--- config.mk ---
export PLATFORM = sky130hd
export DESIGN_NAME = gtm_cfg_regs_flat
export DESIGN_NICKNAME = d
export VERILOG_FILES = /design/src/rtl/gtm_pkg.sv /design/src/rtl/gtm_if.sv /design/src/rtl/gtm_cfg_regs.sv /design/src/flat_wrapper.sv
export SDC_FILE = /design/constraint.sdc
export NUM_CORES = 1
export LEC_CHECK = 0
export BUFFER_PORTS_ARGS = -buffer_cell sky130_fd_sc_hd__buf_2
export CAP_MARGIN = 5
export CELL_PAD_IN_SITES_DETAIL_PLACEMENT = 1
export CELL_PAD_IN_SITES_GLOBAL_PLACEMENT = 2
export CORE_ASPECT_RATIO = 1.75
export CORE_MARGIN = 1
export CORE_UTILIZATION = 30
export CTS_BUF_LIST = sky130_fd_sc_hd__clkbuf_16
export CTS_CLUSTER_DIAMETER = 50
export DETAILED_ROUTE_END_ITERATION = 6
export PLACE_DENSITY = 0.84
export SETUP_SLACK_MARGIN = 0.1
export SYNTH_ARGS = -nofsm -noshare
export SYNTH_HDL_FRONTEND = slang
export SYNTH_SLANG_ARGS = --single-unit
--- constraint.sdc ---
create_clock -name clk -period 1.6 [get_ports clk]
set_input_delay 0.48 -clock clk [delete_from_list [all_inputs] [get_ports clk]]
set_output_delay 0.48 -clock clk [all_outputs]
set_load 0.01 [all_outputs]
--- src/rtl/gtm_pkg.sv ---
// Goertzel tone magnitude: shared types, widths and reset values.
// No dependencies; used by every other file of the block.
package gtm_pkg;

  localparam int WORD_BITS    = 32;
  localparam int REG_BITS     = 27;
  localparam int MAG_BITS     = 17;
  localparam int CFG_IDX_BITS = 2;

  typedef logic signed [WORD_BITS-1:0] word_t;
  typedef logic signed [REG_BITS-1:0]  coef_t;
  typedef logic signed [MAG_BITS-1:0]  mag_t;

  typedef enum logic [CFG_IDX_BITS-1:0] {
    REG_COEF = 2'd0,
    REG_COS  = 2'd1,
    REG_SIN  = 2'd2
  } cfg_idx_t;

  localparam coef_t COEF_RESET = 27'sd64070443;
  localparam coef_t COS_RESET  = 27'sd32035221;
  localparam coef_t SIN_RESET  = 27'sd9982376;

  typedef struct packed {
    coef_t coef;
    coef_t cos_coef;
    coef_t sin_coef;
  } cfg_t;

  // recurrence stage to magnitude stage
  typedef struct packed {
    word_t q0;
    word_t d2;
    logic  last;
  } rec_t;

endpackage

--- src/rtl/gtm_if.sv ---


interface gtm_cfg_if;
  logic                             valid;
  logic                             ready;
  logic [gtm_pkg::CFG_IDX_BITS-1:0] index;
  logic [gtm_pkg::REG_BITS-1:0]     data;

  modport source (output valid, output index, output data, input ready);
  modport sink   (input valid, input index, input data, output ready);
endinterface

--- src/rtl/gtm_cfg_regs.sv ---
// Goertzel tone magnitude: coefficient register file written over the cfg channel.
// Depends on gtm_pkg and gtm_cfg_if.
module gtm_cfg_regs (
  input  logic            clk,
  input  logic            rst_n,
  gtm_cfg_if.sink         cfg_ch,
  output gtm_pkg::cfg_t   cfg
);

  gtm_pkg::coef_t coef_r;
  gtm_pkg::coef_t cos_r;
  gtm_pkg::coef_t sin_r;
  logic           wr;

  assign cfg_ch.ready = 1'b1;
  assign wr           = cfg_ch.valid;

  always_ff @(posedge clk) begin
    if (!rst_n) begin
      coef_r <= gtm_pkg::COEF_RESET;
      cos_r  <= gtm_pkg::COS_RESET;
      sin_r  <= gtm_pkg::SIN_RESET;
    end else if (wr) begin
      unique case (gtm_pkg::cfg_idx_t'(cfg_ch.index))
        gtm_pkg::REG_COEF: coef_r <= gtm_pkg::coef_t'(cfg_ch.data);
        gtm_pkg::REG_COS:  cos_r  <= gtm_pkg::coef_t'(cfg_ch.data);
        gtm_pkg::REG_SIN:  sin_r  <= gtm_pkg::coef_t'(cfg_ch.data);
        default: ;
      endcase
    end
  end

  assign cfg.coef     = coef_r;
  assign cfg.cos_coef = cos_r;
  assign cfg.sin_coef = sin_r;

endmodule

--- src/flat_wrapper.sv ---
// flat-port wrapper written by rule: the top's interface ports become plain ports
module gtm_cfg_regs_flat 
  (clk, rst_n, cfg, cfg_ch_valid, cfg_ch_index, cfg_ch_data, cfg_ch_ready);
  gtm_cfg_if cfg_ch_i ();
  input  logic clk;
  input  logic rst_n;
  output gtm_pkg::cfg_t cfg;
  input wire logic [$bits(cfg_ch_i.valid)-1:0] cfg_ch_valid;
  input wire logic [$bits(cfg_ch_i.index)-1:0] cfg_ch_index;
  input wire logic [$bits(cfg_ch_i.data)-1:0] cfg_ch_data;
  output wire logic [$bits(cfg_ch_i.ready)-1:0] cfg_ch_ready;
  assign cfg_ch_i.valid = cfg_ch_valid;
  assign cfg_ch_i.index = cfg_ch_index;
  assign cfg_ch_i.data = cfg_ch_data;
  assign cfg_ch_ready = cfg_ch_i.ready;
  gtm_cfg_regs u_core (.clk(clk), .rst_n(rst_n), .cfg_ch(cfg_ch_i), .cfg(cfg));
endmodule
* After elaboration in Yosys (flattened, before gate mapping)
Cells that the tools add are included.
Cells by class: eq/ne operators 2, reductions and logical operators 4
Operators by type and width (count):
- 2-bit AND reduction | 3
- 2-bit by 1-bit == test with 1-bit output (second input constant) | 1
- 2-bit == test (second input constant) | 1
- 2-bit logical NOT | 1
Storage, ports and cells: input port bits 32, logic and storage cells 9, output and inout port bits 82, register bits 81

* Longest topological paths before layout
word-level depth 2, mapped depth 4, gate-level depth less buffers 2

* Worst setup path before layout
No wires, ideal clock.
path type input port to flip-flop, start input cfg_ch_index[1], end register u_core.coef_r[2], cell stages on the path 4, buffers on the path 2, required time 1528 ps, setup time 72 ps, slack 294 ps, data arrival time 1234 ps, cells stage by stage buf_6 > nor3b_4 > buf_6 > mux2i_1
Between the ends: longest elaborated chain between the ends 2
Ends and longest elaborated chain:
- start: declaration | line flat_wrapper.sv:9 | input wire logic [$bits(cfg_ch_i.index)-1:0] cfg_ch_index;
- 2-bit logical NOT | line gtm_cfg_regs.sv:24 | unique case (gtm_pkg::cfg_idx_t'(cfg_ch.index))
- 2-bit AND reduction (no source line)
- end signal: assignment | line gtm_cfg_regs.sv:20 | coef_r <= gtm_pkg::COEF_RESET;
- end signal: assignment | line gtm_cfg_regs.sv:25 | gtm_pkg::REG_COEF: coef_r <= gtm_pkg::coef_t'(cfg_ch.data);
- end: declaration | line gtm_cfg_regs.sv:10 | gtm_pkg::coef_t coef_r;
No other way between the ends. A chain may end at the register's enable or synchronous reset.

* Worst setup path after layout
start register u_core.coef_r[22], end output cfg[76] (netlist bit)
RTL lines:
- end: declaration | line flat_wrapper.sv:7 | output gtm_pkg::cfg_t cfg;
No word-level cell between the ends.

==> impl_results.md <==
* Adder-Cell Fraction of Synth Area at 0%
* Worst Path Required at between 1 and 1.5 ns
* Worst path cell trace: buf_2
* Wire per inst at roughly 16 um
* Lkg Pwr at 2.02 nW
* Final Hold Viols at 0
* Worst Path Max Fanout at 2
* ANT nets after route at 0
* R2r setup slk at approximately 0.93 ns
* Post-synth EDFFs at 0
* Commonest non-fill, non-tap cells in the layout: 111 x buf_2, 81 x dfxtp_1, 73 x mux2i_1, 70 x nand2_1, 41 x nor2b_1
* Commonest non-fill, non-tap cell in the layout: buf_2
* Slowest stage delay, CP at roughly 0.36 ns
* Largest net degree at the start of global routing at 57
* Worst r2r dst: u_core.coef_r[22]
* TritonCTS clock tree: built
* M3 GR Usage at 3.24%
* Die Height at around 140 um
* Initial core utilization at roughly 31%
* Global-route wire length before repair at about 14,000 um
* Final Net Count at 461
* Rows at 50
* Seq cells post-synth at between 80 and 90
* Reg2Reg Launch Point: u_core.coef_r[22]
* Io pins at 114
* Power Internal at roughly 0.0033 W
* Layer with the highest usage: met2
* Net switching power at 0.00103 W
* Min-Delay Path Depth at 3
* CTS resizes at 0
* Met2 Usage GRT at between 30 and 40%
* Post-CTS Setup Repair Bufs at 0
* Crit path launch type: flip-flop
* Comb pwr share at between 10% and 20%
* Hold_buf cts at 0
* MaxCap Viol Count at 0
* Vias/cell at about 4.6
* Post-Synth Simple-Gate Area at between 20% and 30%
* WP data arrival at ~0.83 ns
* Fmax at approximately 760 MHz
* Hold Crit Class: input port to flip-flop
* CTS max path bufs at 2
* Vias in the first global route at between 2,000 and 3,000
* Status: finished clean
* Register area at ~1600 um^2
* Clock Sinks at between 80 and 90
* RSZ-0062 raised after global routing: no
* Synth Flop Type: dfxtp_1
* Post-synthesis cell type count at 21
* Net Count, Synth at ~350
* Global placer's final weighted congestion at 0.735
* Initial antenna violation count at 0
* Vias at 2,602
* Layout Skew at 0 ns
* Overall Power at ~0.0043 W
* Share of power burned in registers at 49.2%
* Yosys top cell area share at slightly below 50%
* # setup viols final at 0
* Total CTS buffers at 9
* Clock share of power at between 40% and 50%
* Hold Crit Start: cfg_ch_data[0]
* CP delay by family, top: flip-flops
* Top post-synthesis cells by area: dfxtp_1 49%, mux2i_1 22%, nand2_1 8.0%
* Die width at between 80 and 90 um
* H-tree levels at 3
* Diode count at 0
* PD cells at between 1000 and 1500 nW/um^2
* Syn Inst Count at 322
* Synth Area in XOR/XNOR at 0%
* Initial DRC Count at 94
* Die Area at 11,400 um^2
* CP Buf/Inv Count at 1
* Core area at about 11,000 um^2
* Sw frac at 23.8%
* Total congestion overflow at 0
* Post-synthesis sequential area ratio at roughly half
* Pre-antenna DRT Iters at 5
* Final Cycle Share at between 80% and 90%
* Final Util at between 30 and 40%
* Drt drc at 0
* Clk root buf: clkbuf_16
* Biggest area consumer among synthesized cells: dfxtp_1
* Filler instances at ~1,300
* Fin Setup TNS at 0 ns
* Peak VDD IR at 509 uV
* Multi-input combinational cell area at about 1500 um^2
* HPWL after detailed placement at ~6700 um
* Routed WL at 8930 um
* Async SR Flop Fraction at 0%
* Warnings, synthesis at 0
* Slew Viols, Final at 0
* Synthesized area at 3300 um^2
* Layout cell share with drive strength beyond 1 at between 30% and 40%
* GRT Total Usage at between 15 and 20%
* Largest family of logic cells by synthesized area: multiplexers
* P&R area growth vs syn at 28.4%
* CP Class: flip-flop to output pin
* GRT met1 Usage at roughly 17%
* Port Buffers at between 100 and 150
* Crit path time final at ~1.3 ns
* Cell with the largest stage delay on the worst path: dfxtp_1
* Hold endpoint: u_core.sin_r[0]
* R2R cell count at 2
* Mux share of post-synthesis cell area at 22.1%
* Critical Path Sink Type: output pin
* Avg Inst Size Synth at just over 10 um^2
* Synth Area in Compound Gates at 1.82%
* Clock transition at path regs at approximately 0.060 ns
* Worst-Skew Late Latency at about 0.32 ns
synthesized netlist by cell type (2+ instances only):
| cell | n |
|---|---|
| and3b_1 | 2 |
| buf_2 | 5 |
| buf_4 | 2 |
| buf_6 | 7 |
| clkbuf_1 | 9 |
| dfxtp_1 | 81 |
| inv_1 | 8 |
| mux2i_1 | 73 |
| nand2_1 | 70 |
| nand4b_1 | 3 |
| nand4bb_1 | 5 |
| nor2b_1 | 41 |
| o211ai_1 | 8 |
power by group through the flow:
stage               clock [W]  sequential, W  combinational [W]
floorplan                   0        0.00221           0.000235
global placement            0        0.00217           0.000449
detailed placement          0        0.00218           0.000464
CTS                   0.00183        0.00213           0.000465
global route          0.00190        0.00214           0.000496
finish                0.00175        0.00213           0.000456
area by class of cell:
cell class | instances | share of cell area [%]
Sequential cell | 81 | 38.2
Multi-Input combinational cell | 207 | 34.6
Timing Repair Buffer | 122 | 16.8
Clock buffer | 9 | 5.31
Tap cell | 130 | 3.84
Inverter | 8 | 0.708
Clock inverter | 5 | 0.443
sequential cells by signal, indices dropped and copies added (netlist names):
| name | count |
|---|---|
| u_core.coef_r | 27 |
| u_core.cos_r | 27 |
| u_core.sin_r | 27 |
kinds of logic after synthesis:
| logic type | count (synthesis) |
|---|---|
| and+or+nand+nor | 125 |
| DFF | 81 |
| muxes | 73 |
| buffers and inverters | 34 |
| AOI/OAI and AO/OA | 8 |
| other | 1 |
metrics by stage:
step / setup slack (ns) / hold WS, ns / cell area, um^2 / std cells
CTS: 0.275 / 0.405 / 4240 / 562
detailed placement: 0.0383 / 0.446 / 4000 / 548
finish: 0.290 / 0.413 / 4240 / 562
floorplan: 0.294 / 0.479 / 3300 / 322
global placement: 0.0751 / 0.440 / 4000 / 548
global route: 0.260 / 0.414 / 4240 / 562
worst max-delay path by stage:
| stage | startpoint | endpoint | depth (start not counted) |
|---|---|---|---|
| 6_report | u_core.coef_r[22] | cfg[76] | 1 |
| 5_1_grt | u_core.coef_r[26] | cfg[80] | 1 |
| 4_1_cts | u_core.coef_r[22] | cfg[76] | 1 |
| 3_5_place_dp | cfg_ch_index[0] | u_core.coef_r[21] | 3 |
| 3_3_place_gp | cfg_ch_index[0] | u_core.coef_r[20] | 3 |
| 2_1_floorplan | cfg_ch_index[1] | u_core.coef_r[2] | 4 |
layer usage:
metal,vias to the layer above,routed length (um)
met5,-,0
met4,0,243
met3,15,360
met2,67,5010
met1,1254,3310
li1,1266,-
Power figures use the tool's default switching activity.
