### src/rtl/gtm_pkg.sv
// Goertzel tone magnitude: shared types, widths and reset values.
// No dependencies; used by every other file of the block.
package gtm_pkg;

  localparam int WORD_BITS    = 32;
  localparam int REG_BITS     = 27;
  localparam int MAG_BITS     = 17;
  localparam int CFG_IDX_BITS = 2;

  typedef logic signed [WORD_BITS-1:0] word_t;
  typedef logic signed [REG_BITS-1:0]  coef_t;
  typedef logic signed [MAG_BITS-1:0]  mag_t;

  typedef enum logic [CFG_IDX_BITS-1:0] {
    REG_COEF = 2'd0,
    REG_COS  = 2'd1,
    REG_SIN  = 2'd2
  } cfg_idx_t;

  localparam coef_t COEF_RESET = 27'sd64070443;
  localparam coef_t COS_RESET  = 27'sd32035221;
  localparam coef_t SIN_RESET  = 27'sd9982376;

  typedef struct packed {
    coef_t coef;
    coef_t cos_coef;
    coef_t sin_coef;
  } cfg_t;

  // recurrence stage to magnitude stage
  typedef struct packed {
    word_t q0;
    word_t d2;
    logic  last;
  } rec_t;

endpackage

### src/rtl/gtm_if.sv
// Goertzel tone magnitude: channel interfaces for sample, result and register writes.
// Depends on gtm_pkg.
interface gtm_in_if #(
  parameter int SAMPLE_BITS = 10
);
  logic                   valid;
  logic                   ready;
  logic [SAMPLE_BITS-1:0] adc_sample;

  modport source (output valid, output adc_sample, input ready);
  modport sink   (input valid, input adc_sample, output ready);
endinterface


### src/rtl/gtm_recurrence.sv
// Goertzel tone magnitude: input register, block position counter and recurrence step.
// Depends on gtm_pkg and gtm_in_if.
module gtm_recurrence #(
  parameter int BLOCK_LENGTH  = 512,
  parameter int FRACTION_BITS = 25,
  parameter int SAMPLE_BITS   = 10
) (
  input  logic           clk,
  input  logic           rst_n,
  gtm_in_if.sink         in_ch,
  input  gtm_pkg::cfg_t  cfg,
  output gtm_pkg::rec_t  rec,
  output logic           rec_valid,
  input  logic           rec_ready
);

  localparam int POS_W    = (BLOCK_LENGTH > 1) ? $clog2(BLOCK_LENGTH) : 1;
  localparam int SHIFT_UP = (FRACTION_BITS >= SAMPLE_BITS) ? FRACTION_BITS - SAMPLE_BITS : 0;
  localparam int SHIFT_DN = (FRACTION_BITS >= SAMPLE_BITS) ? 0 : SAMPLE_BITS - FRACTION_BITS;
  localparam int PROD_W   = gtm_pkg::REG_BITS + gtm_pkg::WORD_BITS;

  logic [POS_W-1:0]       pos_r, pos_nxt;
  logic                   pos_last;
  logic                   in_xfer;

  logic                   s0_v_r, s0_v_nxt;
  logic [SAMPLE_BITS-1:0] s0_raw_r;
  logic                   s0_first_r;
  logic                   s0_last_r;
  logic                   s1_load;

  logic                   s1_v_r, s1_v_nxt;
  gtm_pkg::rec_t          s1_r;

  gtm_pkg::word_t         delay_one_r;
  gtm_pkg::word_t         delay_two_r;
  gtm_pkg::word_t         d1_eff, d2_eff, sample_w, q0;
  logic signed [PROD_W-1:0] prod, prod_sh;

  assign in_xfer     = in_ch.valid && in_ch.ready;
  assign s1_load     = s0_v_r && (!s1_v_r || rec_ready);
  assign in_ch.ready = !s0_v_r || s1_load;

  assign pos_last = (pos_r == POS_W'(BLOCK_LENGTH - 1));
  assign pos_nxt  = pos_last ? '0 : pos_r + POS_W'(1);
  assign s0_v_nxt = in_xfer || (s0_v_r && !s1_load);
  assign s1_v_nxt = s1_load || (s1_v_r && !rec_ready);

  // delays restart at the first sample of a block
  always_comb begin
    sample_w = gtm_pkg::word_t'((gtm_pkg::WORD_BITS'(s0_raw_r) << SHIFT_UP) >> SHIFT_DN);
    d1_eff   = s0_first_r ? '0 : delay_one_r;
    d2_eff   = s0_first_r ? '0 : delay_two_r;
    prod     = cfg.coef * d1_eff;
    prod_sh  = prod >>> FRACTION_BITS;
    q0       = sample_w + prod_sh[gtm_pkg::WORD_BITS-1:0] - d2_eff;
  end

  always_ff @(posedge clk) begin
    if (!rst_n) begin
      pos_r       <= '0;
      s0_v_r      <= 1'b0;
      s1_v_r      <= 1'b0;
      delay_one_r <= '0;
      delay_two_r <= '0;
    end else begin
      s0_v_r <= s0_v_nxt;
      s1_v_r <= s1_v_nxt;
      if (in_xfer) begin
        pos_r <= pos_nxt;
      end
      if (s1_load) begin
        delay_one_r <= q0;
        delay_two_r <= d1_eff;
      end
    end
  end

  always_ff @(posedge clk) begin
    if (in_xfer) begin
      s0_raw_r   <= in_ch.adc_sample;
      s0_first_r <= (pos_r == '0);
      s0_last_r  <= pos_last;
    end
    if (s1_load) begin
      s1_r.q0   <= q0;
      s1_r.d2   <= d1_eff;
      s1_r.last <= s0_last_r;
    end
  end

  assign rec       = s1_r;
  assign rec_valid = s1_v_r;

endmodule

### src/flat_wrapper.sv
// flat-port wrapper written by rule: the top's interface ports become plain ports
module gtm_recurrence_flat 
#(
  parameter int BLOCK_LENGTH  = 512,
  parameter int FRACTION_BITS = 25,
  parameter int SAMPLE_BITS   = 10
)
  (clk, rst_n, cfg, rec, rec_valid, rec_ready, in_ch_valid, in_ch_adc_sample, in_ch_ready);
  gtm_in_if #(.SAMPLE_BITS(SAMPLE_BITS)) in_ch_i ();
  input  logic clk;
  input  logic rst_n;
  input  gtm_pkg::cfg_t cfg;
  output gtm_pkg::rec_t rec;
  output logic rec_valid;
  input  logic rec_ready;
  input wire logic [$bits(in_ch_i.valid)-1:0] in_ch_valid;
  input wire logic [$bits(in_ch_i.adc_sample)-1:0] in_ch_adc_sample;
  output wire logic [$bits(in_ch_i.ready)-1:0] in_ch_ready;
  assign in_ch_i.valid = in_ch_valid;
  assign in_ch_i.adc_sample = in_ch_adc_sample;
  assign in_ch_ready = in_ch_i.ready;
  gtm_recurrence #(.BLOCK_LENGTH(BLOCK_LENGTH), .FRACTION_BITS(FRACTION_BITS), .SAMPLE_BITS(SAMPLE_BITS)) u_core (.clk(clk), .rst_n(rst_n), .in_ch(in_ch_i), .cfg(cfg), .rec(rec), .rec_valid(rec_valid), .rec_ready(rec_ready));
endmodule
### config.mk
export PLATFORM = sky130hd
export DESIGN_NAME = gtm_recurrence_flat
export DESIGN_NICKNAME = d
export VERILOG_FILES = /design/src/rtl/gtm_pkg.sv /design/src/rtl/gtm_if.sv /design/src/rtl/gtm_recurrence.sv /design/src/flat_wrapper.sv
export SDC_FILE = /design/constraint.sdc
export NUM_CORES = 2
export LEC_CHECK = 0
export BUFFER_PORTS_ARGS = -buffer_cell sky130_fd_sc_hd__buf_2
export CAP_MARGIN = 10
export CORE_ASPECT_RATIO = 1.5
export CORE_MARGIN = 8
export CORE_UTILIZATION = 60
export CTS_CLUSTER_DIAMETER = 30
export DETAILED_ROUTE_END_ITERATION = 16
export GPL_ROUTABILITY_DRIVEN = 0
export GPL_TIMING_DRIVEN = 0
export PLACE_DENSITY = 0.77
export SYNTH_ARGS = -nofsm -noshare
export SYNTH_HDL_FRONTEND = slang
export SYNTH_SLANG_ARGS = --single-unit
### constraint.sdc
create_clock -name clk -period 12.6 [get_ports clk]
set_input_delay 0.63 -clock clk [delete_from_list [all_inputs] [get_ports clk]]
set_output_delay 0.63 -clock clk [all_outputs]
set_load 0.005 [all_outputs]
Word level (Yosys, flattened, before mapping)
Index checks and enable logic that the tools add are counted.

word-level totals
  register bits after elaboration = 152
  bits of input ports = 95
  output and inout bits = 67
  logic and storage cells = 32

cells by class
  add/subtract/negate cells = 3
  multipliers = 1
  equality and inequality tests = 1
  multiplexer cells = 3
  reduce and logical (&&, ||, !) cells = 13

operators with widths
  kind                 count
  $mux 32              2
  $mul 27x32->57       1
  $add 25x32->32       1
  $sub 32x32->32       1
  $add 9x1->9 const B  1
  $eq 9x9->1 const B   1
  $logic_not 9->1      1
  $mux 9               1
  $logic_and 1x1->1    4
  $logic_not 1->1      4
  $logic_or 1x1->1     4

Logic depth before layout (Yosys ltp)
  word-level depth = 6
  gate-level depth with buffers = 43

Worst setup path after synthesis
Ideal clock, no wire load.

  path type = register to register
  start point = register u_core.s0_first_r
  end point = register u_core.s1_r, in the netlist u_core.rec[63], data pin
  library setup time = 0.260 ns
  arrival = 9.747 ns
  slack = 2.593 ns
  cell stages (with the launch flop) = 40
  period minus slack after synthesis = 10.007 ns
  cells stage by stage = edfxtp_1 clkbuf_2 clkbuf_1 nor2b_1 clkbuf_1 clkbuf_1 nand2_1 fa_1 inv_1 fa_1 fa_1 inv_1 fa_1 inv_1 fa_1 fa_1 inv_1 fa_1 (+4 left out) or3_1 o31ai_2 a211oi_2 a21boi_0 nor2b_1 nor2_1 xnor2_1 fa_1 ha_1 a21o_1 a21o_1 a311o_1 a21oi_2 nor2b_1 o32a_1 a221o_1 a21oi_1 xnor2_1

on the way
  longest elaborated chain between the ends = 4

ends and longest elaborated chain
  element                  line                  text
  from (decl)              gtm_recurrence.sv:28  logic s0_first_r;
  from (signal assigned)   gtm_recurrence.sv:82  s0_first_r <= (pos_r == '0);
  $mux 32                  gtm_recurrence.sv:52  d1_eff = s0_first_r ? '0 : delay_one_r;
  $mul 27x32->57           gtm_recurrence.sv:54  prod = cfg.coef * d1_eff;
  $add 25x32->32           gtm_recurrence.sv:56  q0 = sample_w + prod_sh[gtm_pkg::WORD_BITS-1:0] - d2_eff;
  $sub 32x32->32 *         gtm_recurrence.sv:56
  named net u_core.q0[30]  gtm_recurrence.sv:37  gtm_pkg::word_t d1_eff, d2_eff, sample_w, q0;
  to (decl)                gtm_recurrence.sv:33  gtm_pkg::rec_t s1_r;

The timed path passes the listed nets; every way through them passes the cells marked *.
A chain may end at the register's enable or synchronous reset.

Worst setup path after layout
Ends and elaborated chain as after synthesis.

==> results_dict.tcl <==
set metrics [dict create \
    outcome "finished, violations left" \
    violations "design-rule violations" \
    critPathLaunchType "flop" \
    row_count 111 \
    worst_path_most_repeated_cell "fa_1" \
    synth_cell_types 64 \
    setup_tns_ps 0 \
    reg2reg_from "u_core.s0_first_r$_DFFE_PP_" \
    maxSlewHeadroom 0.109 \
    cts_tree "done" \
    grt_overflow 0 \
    period_share 0.971 \
    postRouteAntennaNets 0 \
    drt-wirelength-per-cell_um 24.8 \
    final_nets 5292 \
    setup_viol 0 \
    synth_area_mm2 0.0366 \
    synth_warnings 0 \
    synth_edf_count 77 \
    startpoint "u_core.s0_first_r$_DFFE_PP_" \
    drtIter0Drc 2427 \
    cts_post_setup_buffers_inserted 0 \
    period_minus_slack_ps 12240 \
    root_buffer "clkbuf_16" \
    yosys-top-cells-count "976 x inv_1, 878 x fa_1, 693 x nand2_1, 279 x and2_1, 214 x ha_1" \
    dpl_worst_slack_ps 115 \
    vias 29200 \
    final_cells 4918 \
    cts_buffer_depth 2 \
    start_util 0.603 \
    multi_input_area_mm2 0.0283 \
    crit_path_top_delay_cell "clkbuf_1" \
    vias_per_cell 5.93 \
    hold_violations 0 \
    worst_r2r_path_depth 37 \
    fin_skew_ps 51.3 \
    design.core.area_mm2 0.0607 \
    hold_buffers 0 \
    cts_resized 0 \
    yosysSeqAreaShare 0.104 \
    die_area_mm2 0.0693 \
    ys_top_cells_by_area "fa_1 48%, inv_1 10%, ha_1 7.3%, nand2_1 7.1%, edfxtp_1 6.3%" \
    r2r_slack_ps 360 \
    io_pins 162 \
    r2r_end "u_core.rec[63]$_DFFE_PP_" \
    grt_start_max_net_pins 39 \
    yosys.area.top_type "fa_1" \
    max_stage_delay_ps 670 \
    worstPathRequired_ps 12820 \
    maxCapViolCount 0 \
    num-fill-cells 4978 \
    die_w_um 218 \
    routed_wl_um 122000 \
    cts_buffers 17 \
    regArea_mm2 0.00381 \
    portBuffers 107 \
    rsz0062_at_grt "no" \
    ys_ff_latch 152 \
    areaGrowthSynthToFinish_pct 6.28 \
    antenna_found_initial 13 \
    synth_top_area_share 0.481 \
    clkSinkCount 152 \
    grt_usage 0.369 \
    cp.arrival_ps 12450 \
    yosys.cell_count.top_type "inv_1" \
    drc_errors 2 \
    detailed_place_hpwl_um 99300 \
    h-tree-depth 4 \
    syn-num-nets 5170 \
    syn_inst 3983 \
    grt_pass1_wl_um 186000 \
    worst_setup_path_end_kind "flop" \
    worstMarginPinSlew_ps 1340 \
    report.final.slew_viol_count 0 \
    worstSetupEndpoint "u_core.rec[63]$_DFFE_PP_" \
    ys.flop_type "edfxtp_1" \
    placed_cells 4882 \
    crit_fanout 10 \
    die_y_um 318 \
    setup_ws_ps 364 \
    clkSlewWorstSetupHoldPaths_ps 90 \
    timing.fmax_mhz 81.7 \
    clk_latency_ps 510 \
    grt_pass1_vias 31800 \
    drive_gt1_frac 0.0483 \
    synthArstFlopShare 0 \
    dr.pass1.iters 11 \
    hold_class "in -> reg" \
    avgSynthCellArea_um2 9.18 \
    path_class "reg -> reg" \
]
[layer usage]
| layer | share of wire | vias to the layer above | track usage |
|---|---|---|---|
| met5 | 0.00068 | - | 0 |
| met2 | 0.48 | 2001 | 0.592 |
| met4 | 0.13 | 12 | 0.375 |
| met1 | 0.29 | 14500 | 0.369 |
| met3 | 0.10 | 876 | 0.107 |
| li1 | - | 11800 | - |
[placed cells by master (no fill, tap or decap), drive strengths merged, types with 9 or more instances in the layout]
cell,n
nor2b,44
nand4,9
dfxtp,75
inv,983
and3,9
fa,878
clkbuf,208
nor3,14
edfxtp,77
nor2,75
buf,116
o21ai,28
diode,9
xor2,26
and2,279
o21a,11
xnor2,59
nand2,693
nand3,17
nand2b,49
ha,214
a21o,33
a21oi,121
[registers in the layout (all words and copies together), names as in the netlist]
register and count:
u_core.s0_first_r 1, u_core.s0_last_r 1, u_core.rec_valid 1, u_core.delay_one_r 32
u_core.pos_r 9, u_core.s0_raw_r 10, u_core.rec 65, u_core.delay_two_r 32
u_core.s0_v_r 1
[how the worst min path moves through the flow]
stage | startpoint | endpoint | slack, ps | cells after the start
finish | in_ch_adc_sample[6] | u_core.s0_raw_r[6]$_DFFE_PP_ | 330 | 1
global route | in_ch_adc_sample[7] | u_core.s0_raw_r[7]$_DFFE_PP_ | 330 | 1
CTS | in_ch_adc_sample[6] | u_core.s0_raw_r[6]$_DFFE_PP_ | 330 | 1
detailed placement | u_core.s0_last_r$_DFFE_PP_ | u_core.rec[0]$_DFFE_PP_ | 430 | 0
global placement | u_core.s0_last_r$_DFFE_PP_ | u_core.rec[0]$_DFFE_PP_ | 440 | 0
floorplan | u_core.s0_last_r$_DFFE_PP_ | u_core.rec[0]$_DFFE_PP_ | 400 | 0
[per-stage QoR]
| stage | hold WS [ps] | cell area, µm² | util |
|---|---|---|---|
| 2_1_floorplan | 400 | 36600 | - |
| 3_3_place_gp | 436 | 38100 | 0.628 |
| 3_5_place_dp | 426 | 38100 | 0.628 |
| 4_1_cts | 327 | 38800 | 0.639 |
| 5_1_grt | 327 | 38900 | 0.640 |
| 6_report | 329 | 38900 | 0.640 |
[worst max-delay path: cells and delay by family, from the launching register on]
family                   cells  cell delay, ps
AO/OA/AOI/OAI               10            3080
XOR/XNOR                     2             400
buffers and inverters        7            1650
flip-flops                   1             360
AND/OR/NAND/NOR              8            1520
adder cells (fa/ha/maj)     10            4940
[logic make-up after synthesis]
kind of cell / synth area share
AO/OA/AOI/OAI: 0.0432
XOR/XNOR: 0.0210
adder cells (fa/ha/maj): 0.554
buffers and inverters: 0.121
flip-flops: 0.104
multiplexers: 0.00192
AND/OR/NAND/NOR: 0.155
[cell type report]
cell class              count  area share
repair buffers            111      0.0156
plain buffers             197      0.0207
clock buffers              17      0.0109
clock inverters            15     0.00544
flip-flops and latches    152      0.0981
inverters                 976      0.0942
well taps                 791      0.0255
multi-input cells        2650       0.729
diodes                      9    0.000579
Power is left out: the tool's default activity adds up to more than one toggle a clock period on the data nets, which glitch-free logic cannot reach.
