### src/rtl/gtm_pkg.sv
// Goertzel tone magnitude: shared types, widths and reset values.
// No dependencies; used by every other file of the block.
package gtm_pkg;

  localparam int WORD_BITS    = 32;
  localparam int REG_BITS     = 27;
  localparam int MAG_BITS     = 17;
  localparam int CFG_IDX_BITS = 2;

  typedef logic signed [WORD_BITS-1:0] word_t;
  typedef logic signed [REG_BITS-1:0]  coef_t;
  typedef logic signed [MAG_BITS-1:0]  mag_t;

  typedef enum logic [CFG_IDX_BITS-1:0] {
    REG_COEF = 2'd0,
    REG_COS  = 2'd1,
    REG_SIN  = 2'd2
  } cfg_idx_t;

  localparam coef_t COEF_RESET = 27'sd64070443;
  localparam coef_t COS_RESET  = 27'sd32035221;
  localparam coef_t SIN_RESET  = 27'sd9982376;

  typedef struct packed {
    coef_t coef;
    coef_t cos_coef;
    coef_t sin_coef;
  } cfg_t;

  // recurrence stage to magnitude stage
  typedef struct packed {
    word_t q0;
    word_t d2;
    logic  last;
  } rec_t;

endpackage

### src/rtl/gtm_if.sv


interface gtm_out_if;
  logic          valid;
  logic          ready;
  gtm_pkg::mag_t tone_magnitude;
  logic          block_end;

  modport source (output valid, output tone_magnitude, output block_end, input ready);
  modport sink   (input valid, input tone_magnitude, input block_end, output ready);
endinterface


### src/rtl/gtm_magnitude.sv
// Goertzel tone magnitude: real/imaginary products, magnitude estimate, result register.
// Depends on gtm_pkg and gtm_out_if.
module gtm_magnitude #(
  parameter int FRACTION_BITS = 25,
  parameter int SAMPLE_BITS   = 10
) (
  input  logic           clk,
  input  logic           rst_n,
  input  gtm_pkg::cfg_t  cfg,
  input  gtm_pkg::rec_t  rec,
  input  logic           rec_valid,
  output logic           rec_ready,
  gtm_out_if.source      out_ch
);

  localparam int SHIFT_UP = (FRACTION_BITS >= SAMPLE_BITS) ? FRACTION_BITS - SAMPLE_BITS : 0;
  localparam int SHIFT_DN = (FRACTION_BITS >= SAMPLE_BITS) ? 0 : SAMPLE_BITS - FRACTION_BITS;
  localparam int PROD_W   = gtm_pkg::REG_BITS + gtm_pkg::WORD_BITS;

  logic                     s2_load, s3_load;
  logic                     s2_v_r, s2_v_nxt;
  logic                     out_v_r, out_v_nxt;
  gtm_pkg::word_t           re_r, im_r;
  logic                     last2_r;
  gtm_pkg::mag_t            mag_r;
  logic                     last3_r;

  logic signed [PROD_W-1:0] pc, ps, pc_sh, ps_sh;
  gtm_pkg::word_t           re_nxt, im_nxt;
  gtm_pkg::word_t           ar, ai, mn, mag, res;

  assign s3_load   = s2_v_r && (!out_v_r || out_ch.ready);
  assign rec_ready = !s2_v_r || s3_load;
  assign s2_load   = rec_valid && rec_ready;
  assign s2_v_nxt  = s2_load || (s2_v_r && !s3_load);
  assign out_v_nxt = s3_load || (out_v_r && !out_ch.ready);

  always_comb begin
    pc     = cfg.cos_coef * rec.d2;
    ps     = cfg.sin_coef * rec.d2;
    pc_sh  = pc >>> FRACTION_BITS;
    ps_sh  = ps >>> FRACTION_BITS;
    re_nxt = rec.q0 - pc_sh[gtm_pkg::WORD_BITS-1:0];
    im_nxt = ps_sh[gtm_pkg::WORD_BITS-1:0];
  end

  // |a| + |b| - min/2; abs of the most negative word stays negative
  always_comb begin
    ar  = re_r[gtm_pkg::WORD_BITS-1] ? -re_r : re_r;
    ai  = im_r[gtm_pkg::WORD_BITS-1] ? -im_r : im_r;
    mn  = (ar < ai) ? ar : ai;
    mag = ar + ai - (mn >>> 1);
    res = (mag >>> SHIFT_UP) << SHIFT_DN;
  end

  always_ff @(posedge clk) begin
    if (!rst_n) begin
      s2_v_r  <= 1'b0;
      out_v_r <= 1'b0;
    end else begin
      s2_v_r  <= s2_v_nxt;
      out_v_r <= out_v_nxt;
    end
  end

  always_ff @(posedge clk) begin
    if (s2_load) begin
      re_r    <= re_nxt;
      im_r    <= im_nxt;
      last2_r <= rec.last;
    end
    if (s3_load) begin
      mag_r   <= res[gtm_pkg::MAG_BITS-1:0];
      last3_r <= last2_r;
    end
  end

  assign out_ch.valid          = out_v_r;
  assign out_ch.tone_magnitude = mag_r;
  assign out_ch.block_end      = last3_r;

endmodule

### src/flat_wrapper.sv
// flat-port wrapper written by rule: the top's interface ports become plain ports
module gtm_magnitude_flat 
#(
  parameter int FRACTION_BITS = 25,
  parameter int SAMPLE_BITS   = 10
)
  (clk, rst_n, cfg, rec, rec_valid, rec_ready, out_ch_valid, out_ch_tone_magnitude, out_ch_block_end, out_ch_ready);
  gtm_out_if out_ch_i ();
  input  logic clk;
  input  logic rst_n;
  input  gtm_pkg::cfg_t cfg;
  input  gtm_pkg::rec_t rec;
  input  logic rec_valid;
  output logic rec_ready;
  output wire logic [$bits(out_ch_i.valid)-1:0] out_ch_valid;
  output wire logic [$bits(out_ch_i.tone_magnitude)-1:0] out_ch_tone_magnitude;
  output wire logic [$bits(out_ch_i.block_end)-1:0] out_ch_block_end;
  input wire logic [$bits(out_ch_i.ready)-1:0] out_ch_ready;
  assign out_ch_valid = out_ch_i.valid;
  assign out_ch_tone_magnitude = out_ch_i.tone_magnitude;
  assign out_ch_block_end = out_ch_i.block_end;
  assign out_ch_i.ready = out_ch_ready;
  gtm_magnitude #(.FRACTION_BITS(FRACTION_BITS), .SAMPLE_BITS(SAMPLE_BITS)) u_core (.clk(clk), .rst_n(rst_n), .cfg(cfg), .rec(rec), .rec_valid(rec_valid), .rec_ready(rec_ready), .out_ch(out_ch_i));
endmodule
### config.mk
export PLATFORM = sky130hd
export DESIGN_NAME = gtm_magnitude_flat
export DESIGN_NICKNAME = d
export VERILOG_FILES = /design/src/rtl/gtm_pkg.sv /design/src/rtl/gtm_if.sv /design/src/rtl/gtm_magnitude.sv /design/src/flat_wrapper.sv
export SDC_FILE = /design/constraint.sdc
export NUM_CORES = 2
export LEC_CHECK = 0
export ABC_CLOCK_PERIOD_IN_PS = 14800
export BUFFER_PORTS_ARGS = -buffer_cell sky130_fd_sc_hd__buf_2
export CAP_MARGIN = 15
export CORE_MARGIN = 2
export CORE_UTILIZATION = 42
export DETAILED_ROUTE_END_ITERATION = 6
export HOLD_SLACK_MARGIN = 0.15
export PLACE_DENSITY_LB_ADDON = 0.12
export SLEW_MARGIN = 20
export SYNTH_ARGS = -nofsm -noshare
export SYNTH_HDL_FRONTEND = slang
export SYNTH_SLANG_ARGS = --single-unit
### constraint.sdc
create_clock -name clk -period 14.8 [get_ports clk]
set_input_delay 0 -clock clk [delete_from_list [all_inputs] [get_ports clk]]
set_output_delay 0 -clock clk [all_outputs]
set_load 0.02 [all_outputs]
[After elaboration in Yosys (flattened, before gate mapping)]
Index checks and enable logic that the tools add are counted.
Widths: inputs -> output; s select.
Storage, ports and cells
  register bits: 85
  output and inout bits: 20
Cells by class
  multiplexer cells: 3
  order comparisons: 1
  $mul: 2
  reductions and logical operators: 12
  add/subtract/negate cells: 5
Operators with widths (number)
  $mul 27x32->57: 2
  $mux 32: 3
  $neg 32->32: 2
  $add 32x32->32: 1
  $lt 32x32->1: 1
  $sub 32x31->32: 1
  $sub 32x32->32: 1
  $logic_and 1x1->1: 4
  $logic_not 1->1: 4
  $logic_or 1x1->1: 4

[Logic depth before layout (Yosys ltp)]
  word-level depth: 6
  depth in mapped cells: 39

[Least setup slack after synthesis]
Ideal clock, no wire load.
  kind: input to register
  start point: input rec[19] (netlist bit)
  end point: register u_core.re_r[30] (data pin)
  slack: 5.808 ns
  cell stages on the path: 38
  buffers on the path: 2
  data arrival time: 8.735 ns
  library setup time: 0.258 ns
  cell sequence: clkbuf_1 -> clkbuf_1 -> nand2_1 -> fa_1 -> inv_1 -> fa_1 -> inv_1 -> fa_1 -> inv_1 -> ha_1 -> inv_1 -> fa_1 -> inv_1 -> fa_1 -> inv_1 -> fa_1 -> inv_1 -> ha_1 -> [2 not listed] -> a2111oi_0 -> o31ai_1 -> a221o_1 -> a21oi_1 -> o21bai_1 -> a21oi_1 -> nor2_1 -> o311ai_0 -> ha_1 -> inv_1 -> o21ai_0 -> a2111oi_1 -> o311ai_0 -> a31o_2 -> nor3_1 -> o21bai_1 -> a21oi_1 -> xnor2_1
On the way
  word-level cells in the longest chain between the ends: 2
Ends and longest elaborated chain
  start: declaration: line flat_wrapper.sv:12  | input gtm_pkg::rec_t rec;
  $mul 27x32->57: line gtm_magnitude.sv:39  | pc = cfg.cos_coef * rec.d2;
  $sub 32x32->32: line gtm_magnitude.sv:43  | re_nxt = rec.q0 - pc_sh[gtm_pkg::WORD_BITS-1:0];
  net u_core.re_nxt[30]: line gtm_magnitude.sv:29  | gtm_pkg::word_t re_nxt, im_nxt;
  end signal: assignment: line gtm_magnitude.sv:68  | re_r <= re_nxt;
  end: declaration: line gtm_magnitude.sv:23  | gtm_pkg::word_t re_r, im_r;
The timed path passes the listed nets, and every way through them passes these cells.
A chain may end at the register's enable or synchronous reset.

[Final worst setup path]
  start point: input rec[13] (netlist bit)
  end point: register u_core.re_r[31] (data pin)
Same word-level chain as after synthesis.

==> results.txt <==
* Post-route clock skew: about 10 ps
* Area of the placeable core: 154,400 um^2
* Final global-route overflow total: 0
- Using the TritonRoute via totals, the vias-per-cell ratio works out to roughly 5.1.
- Dominant cell type by count on the critical path: sky130_fd_sc_hd__fa_1
- Of the post-synthesis cell area, the dominant cell type holds 0.5404.
- Maximum number of pins on one net before global-route repair: 66
- The clock reaches the later pin of the worst-skew pair after 390 ps.
* Summed negative setup slack over all endpoints: 0 ps
- The number of nets handed over by synthesis was between 9,000 and 10,000.
* Post-synth EDFFs: 83
- H-tree depth reported by CTS: 3
- Async set-reset flop share out of synthesis: 0
* Startpoint type of the worst setup path: input pin
* Area enclosed by the die boundary: 158,800 um^2
- Dividing the detail-routed wire length by the instance count gives 21.42 um.
* WP data arrival: 10,790 ps
- After clock tree synthesis, the clock-pin slew on the worst setup and hold paths is 70 ps.
- Total clock sinks: 85
- Global-route usage over all layers: 0.2575
- For this run, the number of Yosys warnings is 0.
- In this run the remaining antenna-violating nets after routing total 0.
* Number of antenna violations at the first check in global routing: 16
- In the final layout, the share of cells above drive strength 1 is 0.03752.
- CP max stage cell: sky130_fd_sc_hd__buf_4
- The cell area that synthesis handed to floorplanning was 65,380 um^2.
* Primary flip-flop cell chosen by synthesis mapping: sky130_fd_sc_hd__edfxtp_1
- Number of nets in the final layout: 9,361
* Unrepaired setup endpoints after global routing: false
- In the finished design, the share of the clock period the worst path needs comes to 0.7203.
* Worst path required time: 14,920 ps
* Seq/Total Area, Yosys: 0.03873
- Worst hold slack across all endpoints: about 160 ps
- The synthesized design contains 85 register bits.
- Setup crit end kind: flip-flop
- Number of optimization iterations in the first detailed-route pass: 5
* Hold/Removal Path Class: in -> reg
- Number of pins with negative max-slew slack in the final report: 0
- In this run the post-CTS setup repair buffer count came out at 0.
* Number of maximum-capacitance constraint violations: 0
* Synth cell types: 72
* Worst Path Max Fanout: 34
- Via count: 46,660
- Initial cell density of the core: 0.4234
- Number of endpoints with negative hold slack in the final report: 0
* Clock root buffer: sky130_fd_sc_hd__clkbuf_16
- The worst setup path is of the in -> reg kind.
* Overall die width: roughly 400 um
- Number of instances in the synthesized netlist: 7,147
* Signed area change from the synthesized netlist to the final layout: 4.599%
- TritonCTS clock tree: done
- Slew at the pin closest to its max-slew limit: approximately 1100 ps
- Hold buffers post-CTS: 10
- Num ports: 170
- DRC marker count from the first detailed-route iteration: 2,869
* Worst-case clock buffer depth: 2
* Achievable Freq: 93.80 MHz
- For this run, design rule violations remaining after detail routing come to 0.
- Wires add up to between 150 and 200 mm.
- Result of the run: complete, no violations
- Cell taking the most area after synthesis: sky130_fd_sc_hd__fa_1
* Top cells by area, synth: sky130_fd_sc_hd__fa_1 54%, sky130_fd_sc_hd__inv_1 11%, sky130_fd_sc_hd__ha_1 7.9%
- Measured against its own limit, the worst slew margin works out to 0.2595.
- At the end of routability-driven placement, the weighted congestion stood at 0.8593.
- In this run the core area contains 144 standard-cell rows.
- Mean cell area of the mapped netlist: around 9.1 um^2
* Hpwl dp: 152.2 mm
* Global-route wire length before repair: 308.5 mm
- Number of global-route vias before repair: slightly above 50,000
- The clock period could shrink to around 11,000 ps.
- Port Buf Inserts: 142
* Chip Height: about 400 um
- Post-cts resize count: 0
- TritonCTS created 9 clock buffers.
- Setup violations remaining at the end of the flow were counted as 0.
- Max stage delay on crit path: 660 ps
## per-stage QoR
| step | instances | instance area (um^2) | setup slack [ps] | utilization |
|---|---|---|---|---|
| after global routing | 9080 | 68380 | 3565 | 0.4429 |
| after CTS | 9080 | 68380 | 4287 | 0.4429 |
| after global placement | 9054 | 67970 | 3888 | 0.4402 |
| after detailed placement | 9054 | 67980 | 3899 | 0.4403 |
| after floorplan | 7147 | 65380 | 5808 | - |
| final | 9082 | 68390 | 4139 | 0.4429 |
## registers in the layout, summed over array words and instances (netlist names)
signal                        flops
u_core.out_ch.block_end           1
u_core.out_ch.valid               1
u_core.last2_r                    1
u_core.out_ch.tone_magnitude     17
u_core.re_r                      32
u_core.s2_v_r                     1
u_core.im_r                      32
## synth_stat cells (all sizes together) (9+ instances only)
cell type / count
inv: 1847
fa: 1765
nand2: 1250
and2: 476
ha: 415
clkbuf: 338
xnor2: 124
nor2: 105
a21oi: 94
o21ai: 94
edfxtp: 83
xor2: 61
nand2b: 60
a21o: 53
mux2i: 31
buf: 29
nor3: 29
nor2b: 26
a211oi: 25
nand3: 25
o21a: 24
o31ai: 19
nand4: 18
or3: 13
and3: 11
o21bai: 11
o41ai: 10
or4: 10
a31oi: 9
nor4: 9
o211ai: 9
## path summary, 6_finish.rpt
kind / depth (start not counted) / slack [ps] / end / from
worst max-delay path: 32 / 4140 / u_core.re_r[31] / rec[13]
worst min-delay path: 3 / 160 / u_core.re_r[6] / rec[39]
worst max register to register: 26 / 6240 / u_core.out_ch.tone_magnitude[16] / u_core.im_r[11]
worst min register to register: 0 / 430 / u_core.out_ch.block_end / u_core.last2_r
## logic make-up (layout without fill, tap and decap cells)
group,Yosys count,after routing,synth area share
adders and majority gates,2180,2180,0.6199
DFF,85,85,0.03873
AOI/OAI and AO/OA,402,402,0.04015
and+or+nand+nor,2048,2048,0.1439
xor gates and xnor gates,186,186,0.02524
buffers and inverters,2214,2103,0.1271
muxes,32,32,0.004976
other,0,2,0
## layout make-up
cell class / count / area [um^2]
Fill cell: 15290 / 86020
Multi-Input combinational cell: 4848 / 54560
Inverter: 1847 / 6933
Tap cell: 2044 / 2557
Sequential cell: 85 / 2532
Timing Repair Buffer: 240 / 1499
Clock buffer: 9 / 225.2
Clock inverter: 7 / 76.32
Antenna cell: 2 / 5.005
## per-layer routing
metal / track usage / part of all wire / vias to the layer above
met5: 0 / 0.00036 / -
met4: 0.03848 / 0.014 / 12
met3: 0.04122 / 0.069 / 165
met2: 0.4174 / 0.46 / 1361
met1: 0.3715 / 0.45 / 24770
li1: - / - / 20350
## critical path: cells and delay by family
| kind | cells | cell delay (ps) |
|---|---|---|
| AO/OA/AOI/OAI | 12 | 3100 |
| AND/OR/NAND/NOR | 4 | 1000 |
| adder cells (fa/ha/maj) | 9 | 4290 |
| buffers and inverters | 5 | 1310 |
| XOR/XNOR | 2 | 1020 |
## cell usage in the layout, fill, tap and decap left out, types with 13 or more instances in the layout
cell type and count:
sky130_fd_sc_hd__buf_4 93, sky130_fd_sc_hd__nand2_1 1250, sky130_fd_sc_hd__o21a_1 24, sky130_fd_sc_hd__xor2_1 61, sky130_fd_sc_hd__edfxtp_1 83, sky130_fd_sc_hd__or3_1 13, sky130_fd_sc_hd__nand3_1 25, sky130_fd_sc_hd__a211oi_1 25
sky130_fd_sc_hd__nor3_1 29, sky130_fd_sc_hd__xnor2_1 123, sky130_fd_sc_hd__a21oi_1 94, sky130_fd_sc_hd__nand4_1 18, sky130_fd_sc_hd__fa_1 1765, sky130_fd_sc_hd__nor2_1 105, sky130_fd_sc_hd__mux2i_1 30, sky130_fd_sc_hd__and2_1 475
sky130_fd_sc_hd__nand2b_1 60, sky130_fd_sc_hd__a21o_1 53, sky130_fd_sc_hd__ha_1 415, sky130_fd_sc_hd__nor2b_1 26, sky130_fd_sc_hd__inv_1 1847, sky130_fd_sc_hd__buf_2 136, sky130_fd_sc_hd__o31ai_1 19, sky130_fd_sc_hd__o21ai_0 94
Power is not shown: default switching activity piles up to over one toggle a cycle in this logic, so the estimate is an artifact.
